<file path="src/design/ftne_pkg.sv">
// ----------------------------------------------------------------------------
// ftne_pkg
// Shared types and constants of the frame table evictor: table geometry,
// operation and status codes, controller states and the command and status
// groups between the controller and the datapath.
// ----------------------------------------------------------------------------
package ftne_pkg;

	// table geometry
	localparam int NUM_FRAMES   = 64;
	localparam int FRAME_W      = $clog2(NUM_FRAMES);
	localparam int TAG_W        = 20;
	localparam int OWNER_W      = 8;
	localparam int MAP_W        = TAG_W + OWNER_W;
	localparam int OP_W         = 2;
	localparam int STATUS_W     = 2;

	// free frame search works on groups of eight in-use bits
	localparam int GROUP_LSB_W  = 3;
	localparam int GROUP_SIZE   = 1 << GROUP_LSB_W;
	localparam int NUM_GROUPS   = NUM_FRAMES / GROUP_SIZE;
	localparam int GROUP_IDX_W  = FRAME_W - GROUP_LSB_W;

	// victim search: two rounds of a clean pass and a dirty pass
	localparam int PASS_W       = 2;
	localparam logic [PASS_W-1:0] PASS_LAST = 2'd3;

	// operation codes
	localparam logic [OP_W-1:0] OP_ALLOC  = 2'd0;
	localparam logic [OP_W-1:0] OP_FREE   = 2'd1;
	localparam logic [OP_W-1:0] OP_PIN    = 2'd2;
	localparam logic [OP_W-1:0] OP_ACCESS = 2'd3;

	// result status codes
	localparam logic [STATUS_W-1:0] STS_OK       = 2'd0;
	localparam logic [STATUS_W-1:0] STS_NOT_USED = 2'd1;
	localparam logic [STATUS_W-1:0] STS_NO_FRAME = 2'd2;

	// per-frame marks kept in the flag memory (in-use bits live in flops)
	typedef struct packed {
		logic dirty;
		logic acc;
		logic pin;
	} ftne_flags_t;

	typedef enum logic [2:0] {
		S_IDLE,
		S_RD,
		S_APPLY,
		S_FREE_SCAN,
		S_VICT_SCAN,
		S_ALLOC,
		S_FAIL
	} ftne_state_t;

	// controller to datapath
	typedef struct packed {
		logic load;
		logic group_step;
		logic scan_run;
		logic commit_apply;
		logic commit_alloc;
		logic commit_fail;
	} ftne_cmd_t;

	// datapath to controller
	typedef struct packed {
		logic req_alloc;
		logic free_hit;
		logic group_last;
		logic scan_hit;
		logic scan_miss;
		logic out_free;
	} ftne_sts_t;

endpackage

</file>
<file path="src/design/ftne_ctrl.sv">
// ----------------------------------------------------------------------------
// ftne_ctrl
// Controller of the frame table evictor. Sequences the free frame search,
// the victim scan and the single-frame operations, and issues commands to
// the datapath.
// ----------------------------------------------------------------------------
module ftne_ctrl (
	input  logic                clk,
	input  logic                arst_n,
	input  logic                req_valid,
	output logic                req_stall,
	input  ftne_pkg::ftne_sts_t sts,
	output ftne_pkg::ftne_cmd_t cmd
);
	import ftne_pkg::*;

	ftne_state_t state_q;
	ftne_state_t state_nxt;

	// state register
	always_ff @(posedge clk or negedge arst_n) begin
		if (!arst_n) begin
			state_q <= S_IDLE;
		end else begin
			state_q <= state_nxt;
		end
	end

	// next state
	always_comb begin
		state_nxt = state_q;
		case (state_q)
			S_IDLE: begin
				if (req_valid) begin
					state_nxt = sts.req_alloc ? S_FREE_SCAN : S_RD;
				end
			end
			S_RD: begin
				state_nxt = S_APPLY;
			end
			S_APPLY: begin
				if (sts.out_free) begin
					state_nxt = S_IDLE;
				end
			end
			S_FREE_SCAN: begin
				if (sts.free_hit) begin
					state_nxt = S_ALLOC;
				end else if (sts.group_last) begin
					state_nxt = S_VICT_SCAN;
				end
			end
			S_VICT_SCAN: begin
				if (sts.scan_hit) begin
					state_nxt = S_ALLOC;
				end else if (sts.scan_miss) begin
					state_nxt = S_FAIL;
				end
			end
			S_ALLOC, S_FAIL: begin
				if (sts.out_free) begin
					state_nxt = S_IDLE;
				end
			end
			default: begin
				state_nxt = S_IDLE;
			end
		endcase
	end

	// command outputs
	always_comb begin
		cmd       = '0;
		req_stall = 1'b1;
		case (state_q)
			S_IDLE: begin
				req_stall = 1'b0;
				cmd.load  = req_valid;
			end
			S_APPLY: begin
				cmd.commit_apply = sts.out_free;
			end
			S_FREE_SCAN: begin
				cmd.group_step = 1'b1;
			end
			S_VICT_SCAN: begin
				cmd.scan_run = 1'b1;
			end
			S_ALLOC: begin
				cmd.commit_alloc = sts.out_free;
			end
			S_FAIL: begin
				cmd.commit_fail = sts.out_free;
			end
			default: begin
				cmd = '0;
			end
		endcase
	end

endmodule

</file>
<file path="src/design/ftne_dp.sv">
// ----------------------------------------------------------------------------
// ftne_dp
// Datapath of the frame table evictor: in-use bits, flag and mapping
// memories, the grouped free frame search, the pipelined victim scan and
// the result word register.
// ----------------------------------------------------------------------------
module ftne_dp (
	input  logic                              clk,
	input  logic                              arst_n,
	input  ftne_pkg::ftne_cmd_t               cmd,
	output ftne_pkg::ftne_sts_t               sts,
	input  logic [ftne_pkg::OP_W-1:0]         opcode,
	input  logic [ftne_pkg::FRAME_W-1:0]      frame_index,
	input  logic [ftne_pkg::TAG_W-1:0]        page_tag,
	input  logic [ftne_pkg::OWNER_W-1:0]      owner_id,
	input  logic                              pin_value,
	input  logic                              is_write,
	output logic                              rsp_valid,
	input  logic                              rsp_stall,
	output logic [ftne_pkg::STATUS_W-1:0]     status,
	output logic [ftne_pkg::FRAME_W-1:0]      frame_out,
	output logic                              evicted,
	output logic                              victim_dirty,
	output logic [ftne_pkg::TAG_W-1:0]        victim_tag,
	output logic [ftne_pkg::OWNER_W-1:0]      victim_owner
);
	import ftne_pkg::*;

	localparam logic [FRAME_W-1:0]     LAST_FRAME = FRAME_W'(NUM_FRAMES - 1);
	localparam logic [GROUP_IDX_W-1:0] LAST_GROUP = GROUP_IDX_W'(NUM_GROUPS - 1);

	// held word
	logic [OP_W-1:0]    op_q;
	logic [FRAME_W-1:0] idx_q;
	logic [TAG_W-1:0]   tag_q;
	logic [OWNER_W-1:0] owner_q;
	logic               pin_q;
	logic               wr_q;

	// table state
	logic [NUM_FRAMES-1:0] used_q;
	ftne_flags_t           fl_mem [NUM_FRAMES];
	logic [MAP_W-1:0]      map_mem [NUM_FRAMES];
	ftne_flags_t           fl_rd_q;
	logic [MAP_W-1:0]      map_rd_q;

	// search state
	logic [GROUP_IDX_W-1:0] group_q;
	logic [FRAME_W-1:0]     ptr_q;
	logic [PASS_W-1:0]      pass_q;
	logic                   valid_s1;
	logic [FRAME_W-1:0]     idx_s1;
	logic [PASS_W-1:0]      pass_s1;

	// chosen frame and victim details
	logic [FRAME_W-1:0] slot_q;
	logic               ev_q;
	logic               vdirty_q;
	logic [TAG_W-1:0]   vtag_q;
	logic [OWNER_W-1:0] vowner_q;

	// result word register
	logic                rsp_valid_q;
	logic [STATUS_W-1:0] status_q;
	logic [FRAME_W-1:0]  frame_out_q;
	logic                evicted_q;
	logic                victim_dirty_q;
	logic [TAG_W-1:0]    victim_tag_q;
	logic [OWNER_W-1:0]  victim_owner_q;

	logic [GROUP_SIZE-1:0]  grp_free;
	logic [GROUP_LSB_W-1:0] grp_enc;
	logic                   grp_hit;
	logic [FRAME_W-1:0]     rd_addr;
	logic                   elig;
	logic                   scan_hit;
	logic                   scan_clr;
	logic                   scan_miss;
	logic                   apply_used;
	logic                   out_free;
	logic                   fl_we;
	logic [FRAME_W-1:0]     fl_wa;
	ftne_flags_t            fl_wd;

	// lowest free frame within the current group of eight
	always_comb begin
		grp_free = ~used_q[{group_q, {GROUP_LSB_W{1'b0}}} +: GROUP_SIZE];
		grp_hit  = |grp_free;
		grp_enc  = '0;
		for (int i = GROUP_SIZE - 1; i >= 0; i--) begin
			if (grp_free[i]) begin
				grp_enc = GROUP_LSB_W'(i);
			end
		end
	end

	// victim test on the frame read in the previous cycle
	always_comb begin
		elig      = valid_s1 & used_q[idx_s1] & ~fl_rd_q.pin;
		scan_hit  = elig & ~fl_rd_q.acc & (fl_rd_q.dirty == pass_s1[0]);
		scan_clr  = elig & pass_s1[0] & ~scan_hit;
		scan_miss = valid_s1 & ~scan_hit & (idx_s1 == LAST_FRAME) & (pass_s1 == PASS_LAST);
	end

	assign apply_used = used_q[idx_q];
	assign out_free   = ~rsp_valid_q | ~rsp_stall;
	assign rd_addr    = cmd.scan_run ? ptr_q : idx_q;

	// status towards the controller
	always_comb begin
		sts.req_alloc  = (opcode == OP_ALLOC);
		sts.free_hit   = grp_hit;
		sts.group_last = (group_q == LAST_GROUP);
		sts.scan_hit   = scan_hit;
		sts.scan_miss  = scan_miss;
		sts.out_free   = out_free;
	end

	// flag memory write selection
	always_comb begin
		fl_we = 1'b0;
		fl_wa = idx_q;
		fl_wd = fl_rd_q;
		if (cmd.scan_run && scan_clr) begin
			fl_we     = 1'b1;
			fl_wa     = idx_s1;
			fl_wd     = fl_rd_q;
			fl_wd.acc = 1'b0;
		end else if (cmd.commit_alloc) begin
			fl_we = 1'b1;
			fl_wa = slot_q;
			fl_wd = '0;
		end else if (cmd.commit_apply && apply_used) begin
			case (op_q)
				OP_PIN: begin
					fl_we     = 1'b1;
					fl_wd.pin = pin_q;
				end
				OP_ACCESS: begin
					fl_we       = 1'b1;
					fl_wd.acc   = 1'b1;
					fl_wd.dirty = fl_rd_q.dirty | wr_q;
				end
				default: begin
					fl_we = 1'b0;
				end
			endcase
		end
	end

	// flag and mapping memories, read data registered
	always_ff @(posedge clk) begin
		if (fl_we) begin
			fl_mem[fl_wa] <= fl_wd;
		end
		if (cmd.commit_alloc) begin
			map_mem[slot_q] <= {owner_q, tag_q};
		end
		fl_rd_q  <= fl_mem[rd_addr];
		map_rd_q <= map_mem[rd_addr];
	end

	// in-use bits
	always_ff @(posedge clk or negedge arst_n) begin
		if (!arst_n) begin
			used_q <= '0;
		end else if (cmd.commit_alloc) begin
			used_q[slot_q] <= 1'b1;
		end else if (cmd.commit_apply && apply_used && op_q == OP_FREE) begin
			used_q[idx_q] <= 1'b0;
		end
	end

	// held word
	always_ff @(posedge clk) begin
		if (cmd.load) begin
			op_q    <= opcode;
			idx_q   <= frame_index;
			tag_q   <= page_tag;
			owner_q <= owner_id;
			pin_q   <= pin_value;
			wr_q    <= is_write;
		end
	end

	// search counters and scan stage
	always_ff @(posedge clk or negedge arst_n) begin
		if (!arst_n) begin
			group_q  <= '0;
			ptr_q    <= '0;
			pass_q   <= '0;
			valid_s1 <= 1'b0;
			idx_s1   <= '0;
			pass_s1  <= '0;
		end else if (cmd.load) begin
			group_q  <= '0;
			ptr_q    <= '0;
			pass_q   <= '0;
			valid_s1 <= 1'b0;
		end else begin
			if (cmd.group_step) begin
				group_q <= group_q + 1'b1;
			end
			if (cmd.scan_run) begin
				valid_s1 <= 1'b1;
				idx_s1   <= ptr_q;
				pass_s1  <= pass_q;
				if (ptr_q == LAST_FRAME) begin
					ptr_q  <= '0;
					pass_q <= pass_q + 1'b1;
				end else begin
					ptr_q <= ptr_q + 1'b1;
				end
			end
		end
	end

	// chosen frame and victim capture
	always_ff @(posedge clk) begin
		if (cmd.load) begin
			ev_q     <= 1'b0;
			vdirty_q <= 1'b0;
			vtag_q   <= '0;
			vowner_q <= '0;
		end else if (cmd.group_step && grp_hit) begin
			slot_q <= {group_q, grp_enc};
		end else if (cmd.scan_run && scan_hit) begin
			slot_q   <= idx_s1;
			ev_q     <= 1'b1;
			vdirty_q <= fl_rd_q.dirty;
			vtag_q   <= map_rd_q[TAG_W-1:0];
			vowner_q <= map_rd_q[TAG_W +: OWNER_W];
		end
	end

	// result word valid
	always_ff @(posedge clk or negedge arst_n) begin
		if (!arst_n) begin
			rsp_valid_q <= 1'b0;
		end else if (cmd.commit_apply || cmd.commit_alloc || cmd.commit_fail) begin
			rsp_valid_q <= 1'b1;
		end else if (!rsp_stall) begin
			rsp_valid_q <= 1'b0;
		end
	end

	// result word payload
	always_ff @(posedge clk) begin
		if (cmd.commit_apply) begin
			status_q       <= apply_used ? STS_OK : STS_NOT_USED;
			frame_out_q    <= idx_q;
			evicted_q      <= 1'b0;
			victim_dirty_q <= 1'b0;
			victim_tag_q   <= '0;
			victim_owner_q <= '0;
		end else if (cmd.commit_alloc) begin
			status_q       <= STS_OK;
			frame_out_q    <= slot_q;
			evicted_q      <= ev_q;
			victim_dirty_q <= vdirty_q;
			victim_tag_q   <= vtag_q;
			victim_owner_q <= vowner_q;
		end else if (cmd.commit_fail) begin
			status_q       <= STS_NO_FRAME;
			frame_out_q    <= '0;
			evicted_q      <= 1'b0;
			victim_dirty_q <= 1'b0;
			victim_tag_q   <= '0;
			victim_owner_q <= '0;
		end
	end

	assign rsp_valid    = rsp_valid_q;
	assign status       = status_q;
	assign frame_out    = frame_out_q;
	assign evicted      = evicted_q;
	assign victim_dirty = victim_dirty_q;
	assign victim_tag   = victim_tag_q;
	assign victim_owner = victim_owner_q;

endmodule

</file>
<file path="src/design/frame_table_nru_evictor.sv">
// ----------------------------------------------------------------------------
// frame_table_nru_evictor
// Physical frame table with a not-recently-used victim picker. Each request
// word carries one operation (allocate, free, set pin, record access) and
// gives exactly one response word.
//
// Request channel: req_valid / req_stall with the operation fields. Response
// channel: rsp_valid / rsp_stall with status, granted frame and victim data.
// A word moves on a rising edge with valid high and stall low.
//
// One request is worked on at a time; req_stall is high from acceptance
// until the response has been loaded into the response register.
// Free, set pin and record access: the response follows a flag memory read,
// then the update. Allocate with a free frame: the response follows the search
// over the in-use bits in groups of eight. Allocate that must evict or that
// finds every frame pinned: the response follows the victim scan, reading one
// frame per cycle over at most four passes of 64 frames.
// While the response register is held by rsp_stall the block waits before
// committing the next result; a new request is still taken in that time.
// After reset every frame is free and no response is pending.
// ----------------------------------------------------------------------------
module frame_table_nru_evictor (
	input  logic                              clk,
	input  logic                              arst_n,
	input  logic                              req_valid,
	output logic                              req_stall,
	input  logic [ftne_pkg::OP_W-1:0]         opcode,
	input  logic [ftne_pkg::FRAME_W-1:0]      frame_index,
	input  logic [ftne_pkg::TAG_W-1:0]        page_tag,
	input  logic [ftne_pkg::OWNER_W-1:0]      owner_id,
	input  logic                              pin_value,
	input  logic                              is_write,
	output logic                              rsp_valid,
	input  logic                              rsp_stall,
	output logic [ftne_pkg::STATUS_W-1:0]     status,
	output logic [ftne_pkg::FRAME_W-1:0]      frame_out,
	output logic                              evicted,
	output logic                              victim_dirty,
	output logic [ftne_pkg::TAG_W-1:0]        victim_tag,
	output logic [ftne_pkg::OWNER_W-1:0]      victim_owner
);
	import ftne_pkg::*;

	ftne_cmd_t cmd;
	ftne_sts_t sts;

	// sequencing
	ftne_ctrl u_ctrl (
		.clk       (clk),
		.arst_n    (arst_n),
		.req_valid (req_valid),
		.req_stall (req_stall),
		.sts       (sts),
		.cmd       (cmd)
	);

	// table, search and response register
	ftne_dp u_dp (
		.clk          (clk),
		.arst_n       (arst_n),
		.cmd          (cmd),
		.sts          (sts),
		.opcode       (opcode),
		.frame_index  (frame_index),
		.page_tag     (page_tag),
		.owner_id     (owner_id),
		.pin_value    (pin_value),
		.is_write     (is_write),
		.rsp_valid    (rsp_valid),
		.rsp_stall    (rsp_stall),
		.status       (status),
		.frame_out    (frame_out),
		.evicted      (evicted),
		.victim_dirty (victim_dirty),
		.victim_tag   (victim_tag),
		.victim_owner (victim_owner)
	);

endmodule
</file>
<file path="config.mk">
export PLATFORM = sky130hd
export DESIGN_NAME = frame_table_nru_evictor
export DESIGN_NICKNAME = d
export VERILOG_FILES = /design/src/design/ftne_pkg.sv /design/src/design/ftne_ctrl.sv /design/src/design/ftne_dp.sv /design/src/design/frame_table_nru_evictor.sv
export SDC_FILE = /design/constraint.sdc
export NUM_CORES = 2
export LEC_CHECK = 0
export BUFFER_PORTS_ARGS = -buffer_cell sky130_fd_sc_hd__buf_2
export CAP_MARGIN = 15
export CELL_PAD_IN_SITES_DETAIL_PLACEMENT = 2
export CELL_PAD_IN_SITES_GLOBAL_PLACEMENT = 2
export CORE_MARGIN = 2
export CORE_UTILIZATION = 45
export CTS_BUF_LIST = sky130_fd_sc_hd__clkbuf_4
export DETAILED_ROUTE_END_ITERATION = 16
export HOLD_SLACK_MARGIN = 0.1
export PLACE_DENSITY_LB_ADDON = 0.15
export SLEW_MARGIN = 40
export SYNTH_ARGS = -nofsm -noshare
export SYNTH_HDL_FRONTEND = slang
export SYNTH_SLANG_ARGS = --single-unit
export TNS_END_PERCENT = 30
</file>
<file path="constraint.sdc">
create_clock -name clk -period 6.85 [get_ports clk]
set_input_delay 0.685 -clock clk [delete_from_list [all_inputs] [get_ports clk]]
set_output_delay 0.685 -clock clk [all_outputs]
set_load 0.01 [all_outputs]
</file>
==> metrics.csv <==
metric;value;unit
Vert. Die Dim;440.1;microns
Final #Nets;4876;
Post-Syn Area per Cell;20.78;sq um
simple-gate share of the synthesized area;2.715;%
commonest cells after routing, fill and taps aside;edfxtp_1, clkbuf_4, mux4_2;
total number of vias;50080;
initial antenna violation count;23;
Synth top area share;71.44;%
Setup Buffers After CTS;0;
Least-Margin Pin Slew;1162;ps
worst-skew pair later-pin latency;1350;ps
final WL;314000;microns
Hold WC Path Type;input pin to register;
vias in the first global route;54050;
Area Growth Syn to Fin;15.93;%
maximum vdd drop;0.4286;mV
outcome;finished, final reports clean;
Total Power;36.63;mW
routed vias/inst;6.449;
CTS tree;yes;
Reg clk slew, reported paths;70;ps
Post-synth EDFFs;2036;
CTS Buffer Depth;4;
DRT iter0 DRCs;6272;
top cells by area, synth;edfxtp_1, mux4_2, dfrtp_1, dfxtp_1, a22oi_1;
setup TNS;0;ps
Worst Clk Skew;129.5;ps
I/O Pins;82;
multiplexer share of the synthesized area;14.51;%
CP arrival;6580;ps
WP data required;8040;ps
grt met2 use;54.36;%
Core Region;189600;sq um
CTS Root Buffer Type;clkbuf_4;
DR DRC count;0;
Yosys cell types;70;
startpoint types;register;
Synthesized Nets;4163;
Crit Path Class;register to register;
RSZ-0062 raised after global routing;no;
CP Capture Type;register;
PortBufs;81;
Final Hold Fails;0;
async set-reset flop share out of synthesis;3.973;%
critical path peak fanout;46;
cells after synthesis;4118;
XOR/XNOR Fraction of Synth Area;0.08187;%
met3 GRT Util;6.111;%
drt first pass iters;5;
reg2reg setup slack;1450;ps
first-pass GRT wire length;436800;microns
GR Overflow Total;0;
PwrDens;369.2;nW/um^2
placement row count;160;
post-DP HPWL;176100;microns
max-cap violations;0;
Yosys top cell by area;edfxtp_1;
worst hold slack;345.6;ps
most common cell after layout, fill and taps aside;edfxtp_1;
die width;440.1;microns
main combinational cell family by area after synthesis;multiplexers;
sequential fraction of the synthesis area;76.14;%
Die Area;193700;sq um
post-route ant nets;0;
final worst path period need;5395;ps
H-tree depth;6;
mapped cell area;85590;sq um
pin count of the biggest net entering global routing;96;
Synth Area in Adders;0.04386;%
most used routing layer;met2;
Final Max Slew Viols;0;
CTS resizes;0;
#FFs+latches synth;2215;
Total GRT Usage;32.57;%
Top FF cell, synth;edfxtp_1;
RD Place Congestion;0.8768;
Final Cycle Share;78.76;%
clock sinks;2215;
endpoints failing setup;0;
Max Freq;185.4;MHz
grt met1 use;42.47;%
ratio of cells with drive above 1 in the final layout;36.74;%
cts hold-fix bufs;81;
TritonCTS Buffers;597;
warnings from Yosys;0;
Compound-Gate Fraction of Synth Area;5.057;%
starting density of the core;45.14;%
headroom to the max-slew limit;22.55;%
Pleak;32.34;nW
wire per inst;40.44;microns
==> critical path, cell delays in order, from the launching register on <==
cell      delay [ps]
dfrtp_1          580
nor3b_4          430
buf_4            290
mux2i_4          440
buf_8            230
buf_12           320
buf_4            410
buf_4            270
mux4_2           320
a22o_1           250
a221oi_1         640
o22ai_1          470
or3_1            500
==> where the power goes <==
part / switching, mW / internal, mW
clock network: 6.07 / 6.26
registers: 0.526 / 15.8
logic: 5.09 / 2.90
total: 11.7 / 25.0
==> metal layers <==
metal / wire [microns] / share of wire, % / up-vias
li1: - / - / 19230
met1: 121500 / 39 / 27310
met2: 157100 / 50 / 2889
met3: 22960 / 7.3 / 649
met4: 12280 / 3.9 / 6
met5: 36 / 0.011 / -
==> through the flow <==
step / cell area, sq um / setup slack (ps) / utilization [%] / cells
4_1_cts: 98840 / 1261 / 52.13 / 7737
2_1_floorplan: 85590 / 1638 / - / 4118
5_1_grt: 99190 / 1389 / 52.32 / 7752
6_report: 99220 / 1455 / 52.34 / 7765
3_5_place_dp: 90640 / 1333 / 47.81 / 6649
3_3_place_gp: 90250 / 1399 / 47.60 / 6635
==> final cells by class <==
type | count | area [sq um]
Antenna cell | 15 | 37.54
Clock buffer | 886 | 6651
Clock inverter | 121 | 728.2
Fill cell | 16250 | 90360
Inverter | 13 | 48.80
Multi-Input combinational cell | 1626 | 20000
Sequential cell | 2215 | 65170
Tap cell | 2511 | 3142
Timing Repair Buffer | 378 | 3442
==> cells in the mapped netlist, drive strengths merged (52+ instances only) <==
cell	instances
nor4	52
buf	136
a21oi	74
nor2	126
a22oi	158
a22o	68
dfxtp	91
nand2	131
dfrtp	88
edfxtp	2036
a221oi	66
o21ai	54
clkbuf	128
mux4	527
==> sequential cells by signal (all words and copies together) (netlist names), 8 cells and up <==
register	count
u_dp.owner_q	8
u_dp.fl_mem	192
u_dp.vowner_q	8
u_dp.used_q	64
u_dp.victim_owner	8
u_dp.victim_tag	20
u_dp.map_mem	1792
u_dp.vtag_q	20
u_dp.tag_q	20
u_dp.map_rd_q	28
==> path summary, 6_finish.rpt <==
check                                              endpoint                           from  cells after the start
worst max register to register     u_dp.map_rd_q[3]$_DFF_P_  u_ctrl.state_q[1]$_DFFE_PN0P_                     12
worst min register to register   u_dp.vdirty_q$_SDFFE_PP0P_     u_dp.vdirty_q$_SDFFE_PP0P_                      2
min in group asynchronous       u_dp.group_q[0]$_DFFE_PN0P_                         arst_n                      4
worst min-delay path             u_dp.rsp_valid$_DFFE_PN0P_                      rsp_stall                      4
worst max-delay path               u_dp.map_rd_q[3]$_DFF_P_  u_ctrl.state_q[1]$_DFFE_PN0P_                     12
max in group asynchronous       u_dp.used_q[23]$_DFFE_PN0P_                         arst_n                      4
==> logic make-up (layout without fill, tap and decap cells) <==
family / after synthesis / after routing
simple gates: 476 / 476
mux: 579 / 579
other cells: 0 / 15
flops: 2215 / 2215
buf+inv: 277 / 1398
compound gates: 560 / 560
xor+xnor: 8 / 8
fa+ha+maj: 3 / 3
Note: power is estimated with default switching activity, not from simulation.
